File: src/stpcal_pkg.sv
package stpcal_pkg;

   // default width of the step counters
   localparam int CountWidth = 16;

   // operation codes of a request
   typedef enum logic [1:0] {
      OP_TICK  = 2'd0,
      OP_CAL   = 2'd1,
      OP_RUN   = 2'd2,
      OP_QUERY = 2'd3
   } op_type;

   // status codes of a response
   typedef enum logic [1:0] {
      STATUS_OK      = 2'd0,
      STATUS_NOCAL   = 2'd1,
      STATUS_BADLEN  = 2'd2,
      STATUS_BUSY    = 2'd3
   } status_type;

   // motion modes
   typedef enum logic [2:0] {
      MODE_IDLE = 3'd0,
      MODE_SEEK = 3'd1,
      MODE_LOW  = 3'd2,
      MODE_HIGH = 3'd3,
      MODE_RUN  = 3'd4
   } mode_type;

   // one response transaction
   typedef struct packed {
      logic [3:0]  coil_pattern;
      logic        moving;
      logic        is_calibrated;
      logic [15:0] revolution_steps;
      status_type  status_code;
   } result_type;

   // half-step coil table, bit3 is coil one
   function automatic logic [3:0] half_step(input logic [2:0] phase);
      logic [3:0] pattern;
      case (phase)
         3'd0: pattern = 4'b1000;
         3'd1: pattern = 4'b1100;
         3'd2: pattern = 4'b0100;
         3'd3: pattern = 4'b0110;
         3'd4: pattern = 4'b0010;
         3'd5: pattern = 4'b0011;
         3'd6: pattern = 4'b0001;
         3'd7: pattern = 4'b1001;
         default: pattern = 4'b0000;
      endcase
      return pattern;
   endfunction

endpackage

File: src/stpcal_ifs.sv
interface stpcal_req_if;
   logic       valid;
   logic       ready;
   logic [1:0] operation;
   logic       sensor_level;
   logic [3:0] run_eighths;

   modport source (output valid, output operation, output sensor_level,
                   output run_eighths, input ready);
   modport sink (input valid, input operation, input sensor_level,
                 input run_eighths, output ready);
endinterface

interface stpcal_rsp_if;
   logic        valid;
   logic        ready;
   logic [3:0]  coil_pattern;
   logic        moving;
   logic        is_calibrated;
   logic [15:0] revolution_steps;
   logic [1:0]  status_code;

   modport source (output valid, output coil_pattern, output moving,
                   output is_calibrated, output revolution_steps,
                   output status_code, input ready);
   modport sink (input valid, input coil_pattern, input moving,
                 input is_calibrated, input revolution_steps,
                 input status_code, output ready);
endinterface

File: src/stpcal_core.sv
module stpcal_core #(
   parameter int COUNT_WIDTH = stpcal_pkg::CountWidth
) (
   input  logic                   clock,
   input  logic                   reset,
   input  logic                   accept,
   input  logic [1:0]             operation,
   input  logic                   sensor_level,
   input  logic [3:0]             run_eighths,
   output stpcal_pkg::result_type result
);

   localparam int ProdWidth = COUNT_WIDTH + 4;

   stpcal_pkg::mode_type   mode_ff, mode_in;
   logic [2:0]             phase_ff, phase_in;
   logic [1:0]             cycle_ff, cycle_in;
   logic [COUNT_WIDTH-1:0] count_ff, count_in;
   // count divided by three, kept alongside the counter
   logic [COUNT_WIDTH-1:0] third_ff, third_in;
   logic [1:0]             rem_ff, rem_in;
   logic [COUNT_WIDTH-1:0] target_ff, target_in;
   logic [COUNT_WIDTH-1:0] spr_ff, spr_in;
   logic                   cal_ff, cal_in;
   logic [3:0]             coil_ff, coil_in;

   logic [COUNT_WIDTH-1:0] count_step;
   logic [COUNT_WIDTH-1:0] third_step;
   logic [1:0]             rem_step;
   logic [COUNT_WIDTH-1:0] eighth;
   logic [3:0]             mult;
   logic [ProdWidth-1:0]   prod;
   logic [31:0]            spr_wide;
   stpcal_pkg::status_type status;

   // saturating step count with running quotient by three
   always_comb begin
      count_step = count_ff;
      third_step = third_ff;
      rem_step   = rem_ff;
      if (count_ff != {COUNT_WIDTH{1'b1}}) begin
         count_step = count_ff + COUNT_WIDTH'(1);
         if (rem_ff == 2'd2) begin
            rem_step   = 2'd0;
            third_step = third_ff + COUNT_WIDTH'(1);
         end else begin
            rem_step = rem_ff + 2'd1;
         end
      end
   end

   // run length in steps
   assign eighth = spr_ff >> 3;
   assign mult   = (run_eighths == 4'd0) ? 4'd8 : run_eighths;
   assign prod   = ProdWidth'(eighth) * ProdWidth'(mult);

   // next state and status
   always_comb begin
      mode_in   = mode_ff;
      phase_in  = phase_ff;
      cycle_in  = cycle_ff;
      count_in  = count_ff;
      third_in  = third_ff;
      rem_in    = rem_ff;
      target_in = target_ff;
      spr_in    = spr_ff;
      cal_in    = cal_ff;
      coil_in   = coil_ff;
      status    = stpcal_pkg::STATUS_OK;
      case (stpcal_pkg::op_type'(operation))
         stpcal_pkg::OP_TICK: begin
            if (mode_ff != stpcal_pkg::MODE_IDLE) begin
               coil_in  = stpcal_pkg::half_step(phase_ff);
               phase_in = phase_ff + 3'd1;
            end
            case (mode_ff)
               stpcal_pkg::MODE_SEEK: begin
                  if (!sensor_level) begin
                     mode_in = stpcal_pkg::MODE_LOW;
                  end
               end
               stpcal_pkg::MODE_LOW: begin
                  count_in = count_step;
                  third_in = third_step;
                  rem_in   = rem_step;
                  if (sensor_level) begin
                     mode_in = stpcal_pkg::MODE_HIGH;
                  end
               end
               stpcal_pkg::MODE_HIGH: begin
                  count_in = count_step;
                  third_in = third_step;
                  rem_in   = rem_step;
                  if (!sensor_level) begin
                     if (cycle_ff == 2'd2) begin
                        spr_in    = third_step;
                        cal_in    = 1'b1;
                        target_in = '0;
                        cycle_in  = 2'd0;
                        mode_in   = stpcal_pkg::MODE_IDLE;
                     end else begin
                        cycle_in = cycle_ff + 2'd1;
                        mode_in  = stpcal_pkg::MODE_LOW;
                     end
                  end
               end
               stpcal_pkg::MODE_RUN: begin
                  count_in = count_step;
                  third_in = third_step;
                  rem_in   = rem_step;
                  if (count_step >= target_ff) begin
                     mode_in = stpcal_pkg::MODE_IDLE;
                  end
               end
               default: begin
               end
            endcase
         end
         stpcal_pkg::OP_CAL: begin
            if (mode_ff != stpcal_pkg::MODE_IDLE) begin
               status = stpcal_pkg::STATUS_BUSY;
            end else begin
               count_in = '0;
               third_in = '0;
               rem_in   = 2'd0;
               cycle_in = 2'd0;
               mode_in  = sensor_level ? stpcal_pkg::MODE_SEEK : stpcal_pkg::MODE_LOW;
            end
         end
         stpcal_pkg::OP_RUN: begin
            if (mode_ff != stpcal_pkg::MODE_IDLE) begin
               status = stpcal_pkg::STATUS_BUSY;
            end else if (!cal_ff) begin
               status = stpcal_pkg::STATUS_NOCAL;
            end else if (run_eighths > 4'd8) begin
               status = stpcal_pkg::STATUS_BADLEN;
            end else begin
               // clamp to one revolution
               if (prod > ProdWidth'(spr_ff)) begin
                  target_in = spr_ff;
               end else begin
                  target_in = prod[COUNT_WIDTH-1:0];
               end
               count_in = '0;
               third_in = '0;
               rem_in   = 2'd0;
               if (target_in != '0) begin
                  mode_in = stpcal_pkg::MODE_RUN;
               end
            end
         end
         default: begin
         end
      endcase
   end

   // state registers, updated once per accepted transaction
   always_ff @(posedge clock) begin
      if (reset) begin
         mode_ff   <= stpcal_pkg::MODE_IDLE;
         phase_ff  <= 3'd0;
         cycle_ff  <= 2'd0;
         count_ff  <= '0;
         third_ff  <= '0;
         rem_ff    <= 2'd0;
         target_ff <= '0;
         spr_ff    <= '0;
         cal_ff    <= 1'b0;
         coil_ff   <= 4'd0;
      end else if (accept) begin
         mode_ff   <= mode_in;
         phase_ff  <= phase_in;
         cycle_ff  <= cycle_in;
         count_ff  <= count_in;
         third_ff  <= third_in;
         rem_ff    <= rem_in;
         target_ff <= target_in;
         spr_ff    <= spr_in;
         cal_ff    <= cal_in;
         coil_ff   <= coil_in;
      end
   end

   // response fields from the updated state
   assign spr_wide = 32'(spr_in);

   always_comb begin
      result.coil_pattern  = coil_in;
      result.moving        = (mode_in != stpcal_pkg::MODE_IDLE);
      result.is_calibrated = cal_in;
      if (spr_wide > 32'd65535) begin
         result.revolution_steps = 16'hFFFF;
      end else begin
         result.revolution_steps = spr_wide[15:0];
      end
      result.status_code = status;
   end

endmodule

File: src/stpcal_skid.sv
module stpcal_skid (
   input  logic                   clock,
   input  logic                   reset,
   input  logic                   in_valid,
   output logic                   in_ready,
   input  stpcal_pkg::result_type in_data,
   output logic                   out_valid,
   input  logic                   out_ready,
   output stpcal_pkg::result_type out_data
);

   logic                   out_valid_ff;
   stpcal_pkg::result_type out_data_ff;
   logic                   skid_valid_ff;
   stpcal_pkg::result_type skid_data_ff;
   logic                   in_fire;

   assign in_ready  = !skid_valid_ff;
   assign in_fire   = in_valid && in_ready;
   assign out_valid = out_valid_ff;
   assign out_data  = out_data_ff;

   // output register with one skid entry behind it
   always_ff @(posedge clock) begin
      if (reset) begin
         out_valid_ff  <= 1'b0;
         skid_valid_ff <= 1'b0;
      end else if (!out_valid_ff || out_ready) begin
         if (skid_valid_ff) begin
            out_valid_ff  <= 1'b1;
            skid_valid_ff <= 1'b0;
         end else begin
            out_valid_ff <= in_fire;
         end
      end else if (in_fire) begin
         skid_valid_ff <= 1'b1;
      end
   end

   // payload registers
   always_ff @(posedge clock) begin
      if (!out_valid_ff || out_ready) begin
         out_data_ff <= skid_valid_ff ? skid_data_ff : in_data;
      end else if (in_fire) begin
         skid_data_ff <= in_data;
      end
   end

endmodule

File: src/stepper_half_step_calibrating_driver_unit.sv
// half-step stepper driver with index-sensor calibration
//
// req_bus carries one transaction per tick or command: operation (tick,
// start calibration, start run, status query), the index sensor level and
// the run length in eighths of a revolution. rsp_bus returns exactly one
// transaction per request: coil pattern, moving and calibrated flags,
// measured steps per revolution and a status code.
//
// a request is handled in the cycle it is accepted; its response is registered
// in the output register, or in the skid entry when rsp_bus stalls, and one
// request can be taken every cycle while the skid entry is empty. the per-request
// work is a table lookup, a counter step and one small multiply for the run length.
//
// when rsp_bus stalls, one more request is still taken into a skid entry,
// after which req_bus.ready drops; it comes back the cycle after the held
// response is taken and the skid entry moves into the output register.
// reset clears the motion state, the calibration and the coils (all off)
// and empties both response entries.
module stepper_half_step_calibrating_driver_unit #(
   parameter int COUNT_WIDTH = stpcal_pkg::CountWidth
) (
   input  logic       clock,
   input  logic       reset,
   stpcal_req_if.sink   req_bus,
   stpcal_rsp_if.source rsp_bus
);

   logic                   req_ready;
   logic                   req_accept;
   stpcal_pkg::result_type core_result;
   stpcal_pkg::result_type rsp_data;

   assign req_bus.ready = req_ready;
   assign req_accept    = req_bus.valid && req_ready;

   // state and per-request logic
   stpcal_core #(
      .COUNT_WIDTH (COUNT_WIDTH)
   ) u_core (
      .clock        (clock),
      .reset        (reset),
      .accept       (req_accept),
      .operation    (req_bus.operation),
      .sensor_level (req_bus.sensor_level),
      .run_eighths  (req_bus.run_eighths),
      .result       (core_result)
   );

   // response register and skid entry
   stpcal_skid u_skid (
      .clock     (clock),
      .reset     (reset),
      .in_valid  (req_bus.valid),
      .in_ready  (req_ready),
      .in_data   (core_result),
      .out_valid (rsp_bus.valid),
      .out_ready (rsp_bus.ready),
      .out_data  (rsp_data)
   );

   assign rsp_bus.coil_pattern     = rsp_data.coil_pattern;
   assign rsp_bus.moving           = rsp_data.moving;
   assign rsp_bus.is_calibrated    = rsp_data.is_calibrated;
   assign rsp_bus.revolution_steps = rsp_data.revolution_steps;
   assign rsp_bus.status_code      = rsp_data.status_code;

endmodule

File: src/flat_wrapper.sv
// flat-port wrapper written by rule: the top's interface ports become plain ports
module stepper_half_step_calibrating_driver_unit_flat 
#(
   parameter int COUNT_WIDTH = stpcal_pkg::CountWidth
)
  (clock, reset, req_bus_valid, req_bus_operation, req_bus_sensor_level, req_bus_run_eighths, req_bus_ready, rsp_bus_valid, rsp_bus_coil_pattern, rsp_bus_moving, rsp_bus_is_calibrated, rsp_bus_revolution_steps, rsp_bus_status_code, rsp_bus_ready);
  stpcal_req_if req_bus_i ();
  stpcal_rsp_if rsp_bus_i ();
  input  logic clock;
  input  logic reset;
  input wire logic [$bits(req_bus_i.valid)-1:0] req_bus_valid;
  input wire logic [$bits(req_bus_i.operation)-1:0] req_bus_operation;
  input wire logic [$bits(req_bus_i.sensor_level)-1:0] req_bus_sensor_level;
  input wire logic [$bits(req_bus_i.run_eighths)-1:0] req_bus_run_eighths;
  output wire logic [$bits(req_bus_i.ready)-1:0] req_bus_ready;
  output wire logic [$bits(rsp_bus_i.valid)-1:0] rsp_bus_valid;
  output wire logic [$bits(rsp_bus_i.coil_pattern)-1:0] rsp_bus_coil_pattern;
  output wire logic [$bits(rsp_bus_i.moving)-1:0] rsp_bus_moving;
  output wire logic [$bits(rsp_bus_i.is_calibrated)-1:0] rsp_bus_is_calibrated;
  output wire logic [$bits(rsp_bus_i.revolution_steps)-1:0] rsp_bus_revolution_steps;
  output wire logic [$bits(rsp_bus_i.status_code)-1:0] rsp_bus_status_code;
  input wire logic [$bits(rsp_bus_i.ready)-1:0] rsp_bus_ready;
  assign req_bus_i.valid = req_bus_valid;
  assign req_bus_i.operation = req_bus_operation;
  assign req_bus_i.sensor_level = req_bus_sensor_level;
  assign req_bus_i.run_eighths = req_bus_run_eighths;
  assign req_bus_ready = req_bus_i.ready;
  assign rsp_bus_valid = rsp_bus_i.valid;
  assign rsp_bus_coil_pattern = rsp_bus_i.coil_pattern;
  assign rsp_bus_moving = rsp_bus_i.moving;
  assign rsp_bus_is_calibrated = rsp_bus_i.is_calibrated;
  assign rsp_bus_revolution_steps = rsp_bus_i.revolution_steps;
  assign rsp_bus_status_code = rsp_bus_i.status_code;
  assign rsp_bus_i.ready = rsp_bus_ready;
  stepper_half_step_calibrating_driver_unit #(.COUNT_WIDTH(COUNT_WIDTH)) u_core (.clock(clock), .reset(reset), .req_bus(req_bus_i), .rsp_bus(rsp_bus_i));
endmodule
File: config.mk
export PLATFORM = sky130hd
export DESIGN_NAME = stepper_half_step_calibrating_driver_unit_flat
export DESIGN_NICKNAME = d
export VERILOG_FILES = /design/src/stpcal_pkg.sv /design/src/stpcal_ifs.sv /design/src/stpcal_core.sv /design/src/stpcal_skid.sv /design/src/stepper_half_step_calibrating_driver_unit.sv /design/src/flat_wrapper.sv
export SDC_FILE = /design/constraint.sdc
export NUM_CORES = 1
export LEC_CHECK = 0
export BUFFER_PORTS_ARGS = -buffer_cell sky130_fd_sc_hd__buf_2
export CAP_MARGIN = 20
export CORE_MARGIN = 2
export CORE_UTILIZATION = 55
export DETAILED_ROUTE_END_ITERATION = 12
export GPL_ROUTABILITY_DRIVEN = 0
export PLACE_DENSITY_LB_ADDON = 0.25
export SLEW_MARGIN = 30
export SYNTH_ARGS = -nofsm -noshare
export SYNTH_HDL_FRONTEND = slang
export SYNTH_SLANG_ARGS = --single-unit
File: constraint.sdc
create_clock -name clock -period 6.6 [get_ports clock]
set_input_delay 0.66 -clock clock [delete_from_list [all_inputs] [get_ports clock]]
set_output_delay 0.66 -clock clock [all_outputs]
set_load 0.05 [all_outputs]
==> results.md <==
* Outcome: finished, final reports clean
* CP Launch Point: req_bus_run_eighths[0]
* Remaining global-route overflow at 0
* Post-synthesis cell area at about 8700 um^2
* Min cycle time layout at 5760 ps
* Die Span X at ~130 um
* Final core occ at between 60% and 70%
* Die H at between 100 and 150 um
* Worst path max stage delay at approximately 560 ps
* Mapped Cells at 990
* Multi-input gate area at ~5100 um^2
* Nets at 1,100
* Largest fanout on the critical path at 17
* Critical path launch point type: input pin
* Power Density at roughly 200 nW/um^2
* Routed WL at between 20 and 25 mm
* Clock tree root driver cell: clkbuf_16
* Crit-path leading delay family: adder cells
* Reg-to-Reg Start: u_core.u_core.spr_ff[3]
* Cell count along the critical path at 22
* Clock Pin Slew Worst Setup and Hold Paths at roughly 60 ps
* Most used cell, CP: fa_1
* Hold Vio Cnt, Final at 0
* Total negative slack at 0 ps
* Ant diodes at 0
* Reg-to-Reg End: u_core.u_core.target_ff[0]
* Vias in the first global route at roughly 6,600
* Initial drt markers at 687
* Least-Margin Pin Slew at between 800 and 900 ps
* RSZ-0062 raised after global routing: false
* Synthesized Nets at 1,083
* Num rows at 46
* Post-route ant nets at 0
* EDFF count, synth at 48
* Clk Latency, worst-skew pair at around 430 ps
* Worst hold-check path type: flip-flop to flip-flop
* Maximum VDD drop at roughly 0.00019 V
* CP required at around 6900 ps
* Critical path endpoint category: flip-flop
* Hold_buf cts at 0
* Via-per-instance ratio at roughly 5.8
* Initial antenna violation count at 0
* DP HPWL at between 10 and 15 mm
* CP bufs+invs at 3
* Ports at 37
* Cell variety after synth at 69
* #FFs+latches synth at 133
* I/O Buffers at 36
* YS warnings at 0
* Core Region at between 15,000 and 20,000 um^2
* Die ar. at 16,900 um^2
* Sequential-to-total area share from yosys stat at 36.0%
* First-pass GRT wire length at between 30 and 40 mm
* # resized after CTS at 0
* Filler cells at around 1,300
* Average size of a mapped cell at 8.81 um^2
* Worst rel slew slack at 40.5%
* LEAKAGE at 3.83 nW
* Num CTS Buffers at 17
* Via Count at 7,129
* Worst setup endpoint: u_core.u_core.target_ff[0]
* CTS H-tree depth at 4
* Final setup viols at 0
* CTS tree: built
* Final Cycle Share at 87.3%
* Layout Area Growth over Synthesis at 10.9%
* Synth area leaders: dfxtp_1 20%, edfxtp_1 17%, ha_1 8.6%
* CTS max path bufs at 2
* Starting density of the core at 55.5%
* Final Max Slew Viols at 0
* Max-cap violations at 0
* Crit-path slowest cell: fa_1
* Register area at between 3000 and 4000 um^2
* WS Path Type: input pin to flip-flop
* Async set-or-reset flop fraction in the synthesized netlist at 0%
* Cell Chain, Critical Path: buf_2 > nor3_1 > o21ai_0 > fa_1 > inv_1 > fa_1 > inv_1 > fa_1 > nand2b_1 > a21oi_1 > nor3_1 > o31ai_1 > xor2_1 > ha_1 > a21o_1 > a21oi_1 > o21ai_0 > a211oi_1 > a21o_1 > nand2_4 > mux2_1 > o21ai_1
* Top FF cell, synth: dfxtp_1
* Yosys top cell area share at around 20%
* Total track usage at around a quarter
* Largest net degree at the start of global routing at 72
* FMAX at between 0.15 and 0.2 GHz
* Drc violations at 0
* TritonRoute pass-1 iters at 6
* Post-CTS setup buffers at 0
* Layout cells sized above 1 at a little under an eighth
* Area leader, netlist: dfxtp_1
* WP data arrival at 6100 ps
* Clock Sink Count at between 100 and 150
* Worst r2r path cells at 20
* Worst Clk Skew at 13.3 ps
* R2R Setup Slk at approximately 1100 ps
* Drt wl/cell at 16.7 um
==> tightest hold or removal path, stage by stage, from the launching register on <==
cell     delay, ps
dfxtp_1        300
nand2_1         50
a21oi_1         50
==> metrics by stage <==
stage | power, mW | instances | setup WS, ps | instance area (um^2) | hold WS, ps
final | 1.98 | 1236 | 841 | 9680 | 446
after global routing | 2.04 | 1236 | 440 | 9680 | 469
after CTS | 1.99 | 1236 | 881 | 9670 | 452
after detailed placement | 1.02 | 1204 | 459 | 9070 | 444
after global placement | 1.02 | 1204 | 561 | 9060 | 438
after floorplan | 0.986 | 990 | 1260 | 8720 | 425
==> placed cells by master (no fill, tap or decap), drive strengths merged, types with 3 or more instances in the layout <==
cell type | synthesis | layout
nor2 | 116 | 116
inv | 82 | 94
nand2 | 91 | 91
dfxtp | 85 | 85
o21ai | 65 | 65
ha | 60 | 60
edfxtp | 48 | 48
a21oi | 46 | 46
buf | 6 | 44
and2 | 31 | 31
mux2 | 29 | 29
xnor2 | 26 | 26
fa | 22 | 22
nand3 | 22 | 22
a211oi | 20 | 20
mux2i | 19 | 19
nor3 | 19 | 19
clkbuf | 40 | 17
a22oi | 15 | 15
nand3b | 13 | 13
nand2b | 12 | 12
nand4 | 12 | 12
xor2 | 11 | 11
a21o | 11 | 11
or3 | 9 | 9
and3 | 9 | 9
o211ai | 9 | 9
nor2b | 6 | 6
nor4 | 5 | 5
o21a | 5 | 5
and4 | 4 | 4
a31oi | 4 | 4
a21boi | 4 | 4
o31a | 3 | 3
o31ai | 3 | 3
or4 | 3 | 3
o41ai | 3 | 3
==> power by group <==
group	switching [mW]	internal [mW]
Combinational	0.100	0.0329
Clock	0.404	0.574
Sequential	0.00771	0.865
Total	0.511	1.47
==> worst min-delay path by stage <==
stage	depth (start not counted)	slack, ps	endpoint
floorplan	2	430	u_core.u_core.target_ff[1]
global placement	2	440	u_core.u_core.coil_ff[3]
detailed placement	2	440	u_core.u_core.coil_ff[2]
CTS	2	450	u_core.u_core.coil_ff[0]
global route	2	470	u_core.u_core.coil_ff[1]
finish	2	450	u_core.u_core.coil_ff[0]
==> layer usage <==
| metal | vias to the layer above | global-route usage, % | routed length (um) |
|---|---|---|---|
| li1 | 3498 | - | - |
| met1 | 3386 | 35.9 | 9750 |
| met2 | 216 | 40.2 | 9510 |
| met3 | 29 | 4.22 | 1020 |
| met4 | 0 | 7.84 | 338 |
| met5 | - | 0 | 0 |
==> logic make-up (layout without fill, tap and decap cells) <==
group,count (synthesis),in the layout,share of synthesized area (%)
AND/OR/NAND/NOR,358,358,20.0
multiplexers,48,48,5.92
adder cells (fa/ha/maj),82,82,13.7
flip-flops,133,133,36.0
AO/OA/AOI/OAI,203,203,14.8
buffers and inverters,129,159,5.64
XOR/XNOR,37,37,3.93
==> layout make-up <==
cell class,instances,share of cell area (%)
well taps,216,2.79
multi-input cells,728,52.8
repair buffers,44,2.48
inverters,83,3.22
clock buffers,17,4.40
clock inverters,15,1.85
flip-flops and latches,133,32.5
==> registers in the layout, indices dropped and copies added, names as in the netlist, named ones only <==
register                     flops
u_core.u_core.cal_ff             1
u_core.u_core.spr_ff            16
u_core.u_skid.skid_valid_ff      1
u_core.u_core.rem_ff             2
u_core.u_skid.skid_data_ff      24
u_core.u_skid.out_valid          1
u_core.u_core.count_ff          16
u_core.u_core.third_ff          16
u_core.u_core.phase_ff           3
u_core.u_core.coil_ff            4
u_core.u_core.mode_ff            3
u_core.u_core.cycle_ff           2
u_core.u_skid.out_data          24
u_core.u_core.target_ff         16
==> cell usage after synthesis, types with 4 or more instances <==
library cell / n
o21ai_1: 15
a211oi_1: 19
mux2i_1: 19
clkbuf_1: 40
xnor2_1: 25
ha_1: 60
edfxtp_1: 48
inv_1: 82
mux2_2: 28
and3_1: 9
dfxtp_1: 85
nor4_1: 5
nand3_1: 21
a22oi_1: 15
nor2_1: 115
a21oi_1: 45
nand2b_1: 12
xor2_1: 11
nand4_1: 11
o21ai_0: 49
o21a_1: 5
nand2_1: 90
and4_1: 4
or3_1: 9
a31oi_1: 4
nor2b_1: 6
nand3b_1: 13
and2_1: 31
fa_1: 22
o211ai_1: 8
a21o_1: 11
nor3_1: 18
Note: power is estimated with default switching activity, not from simulation.
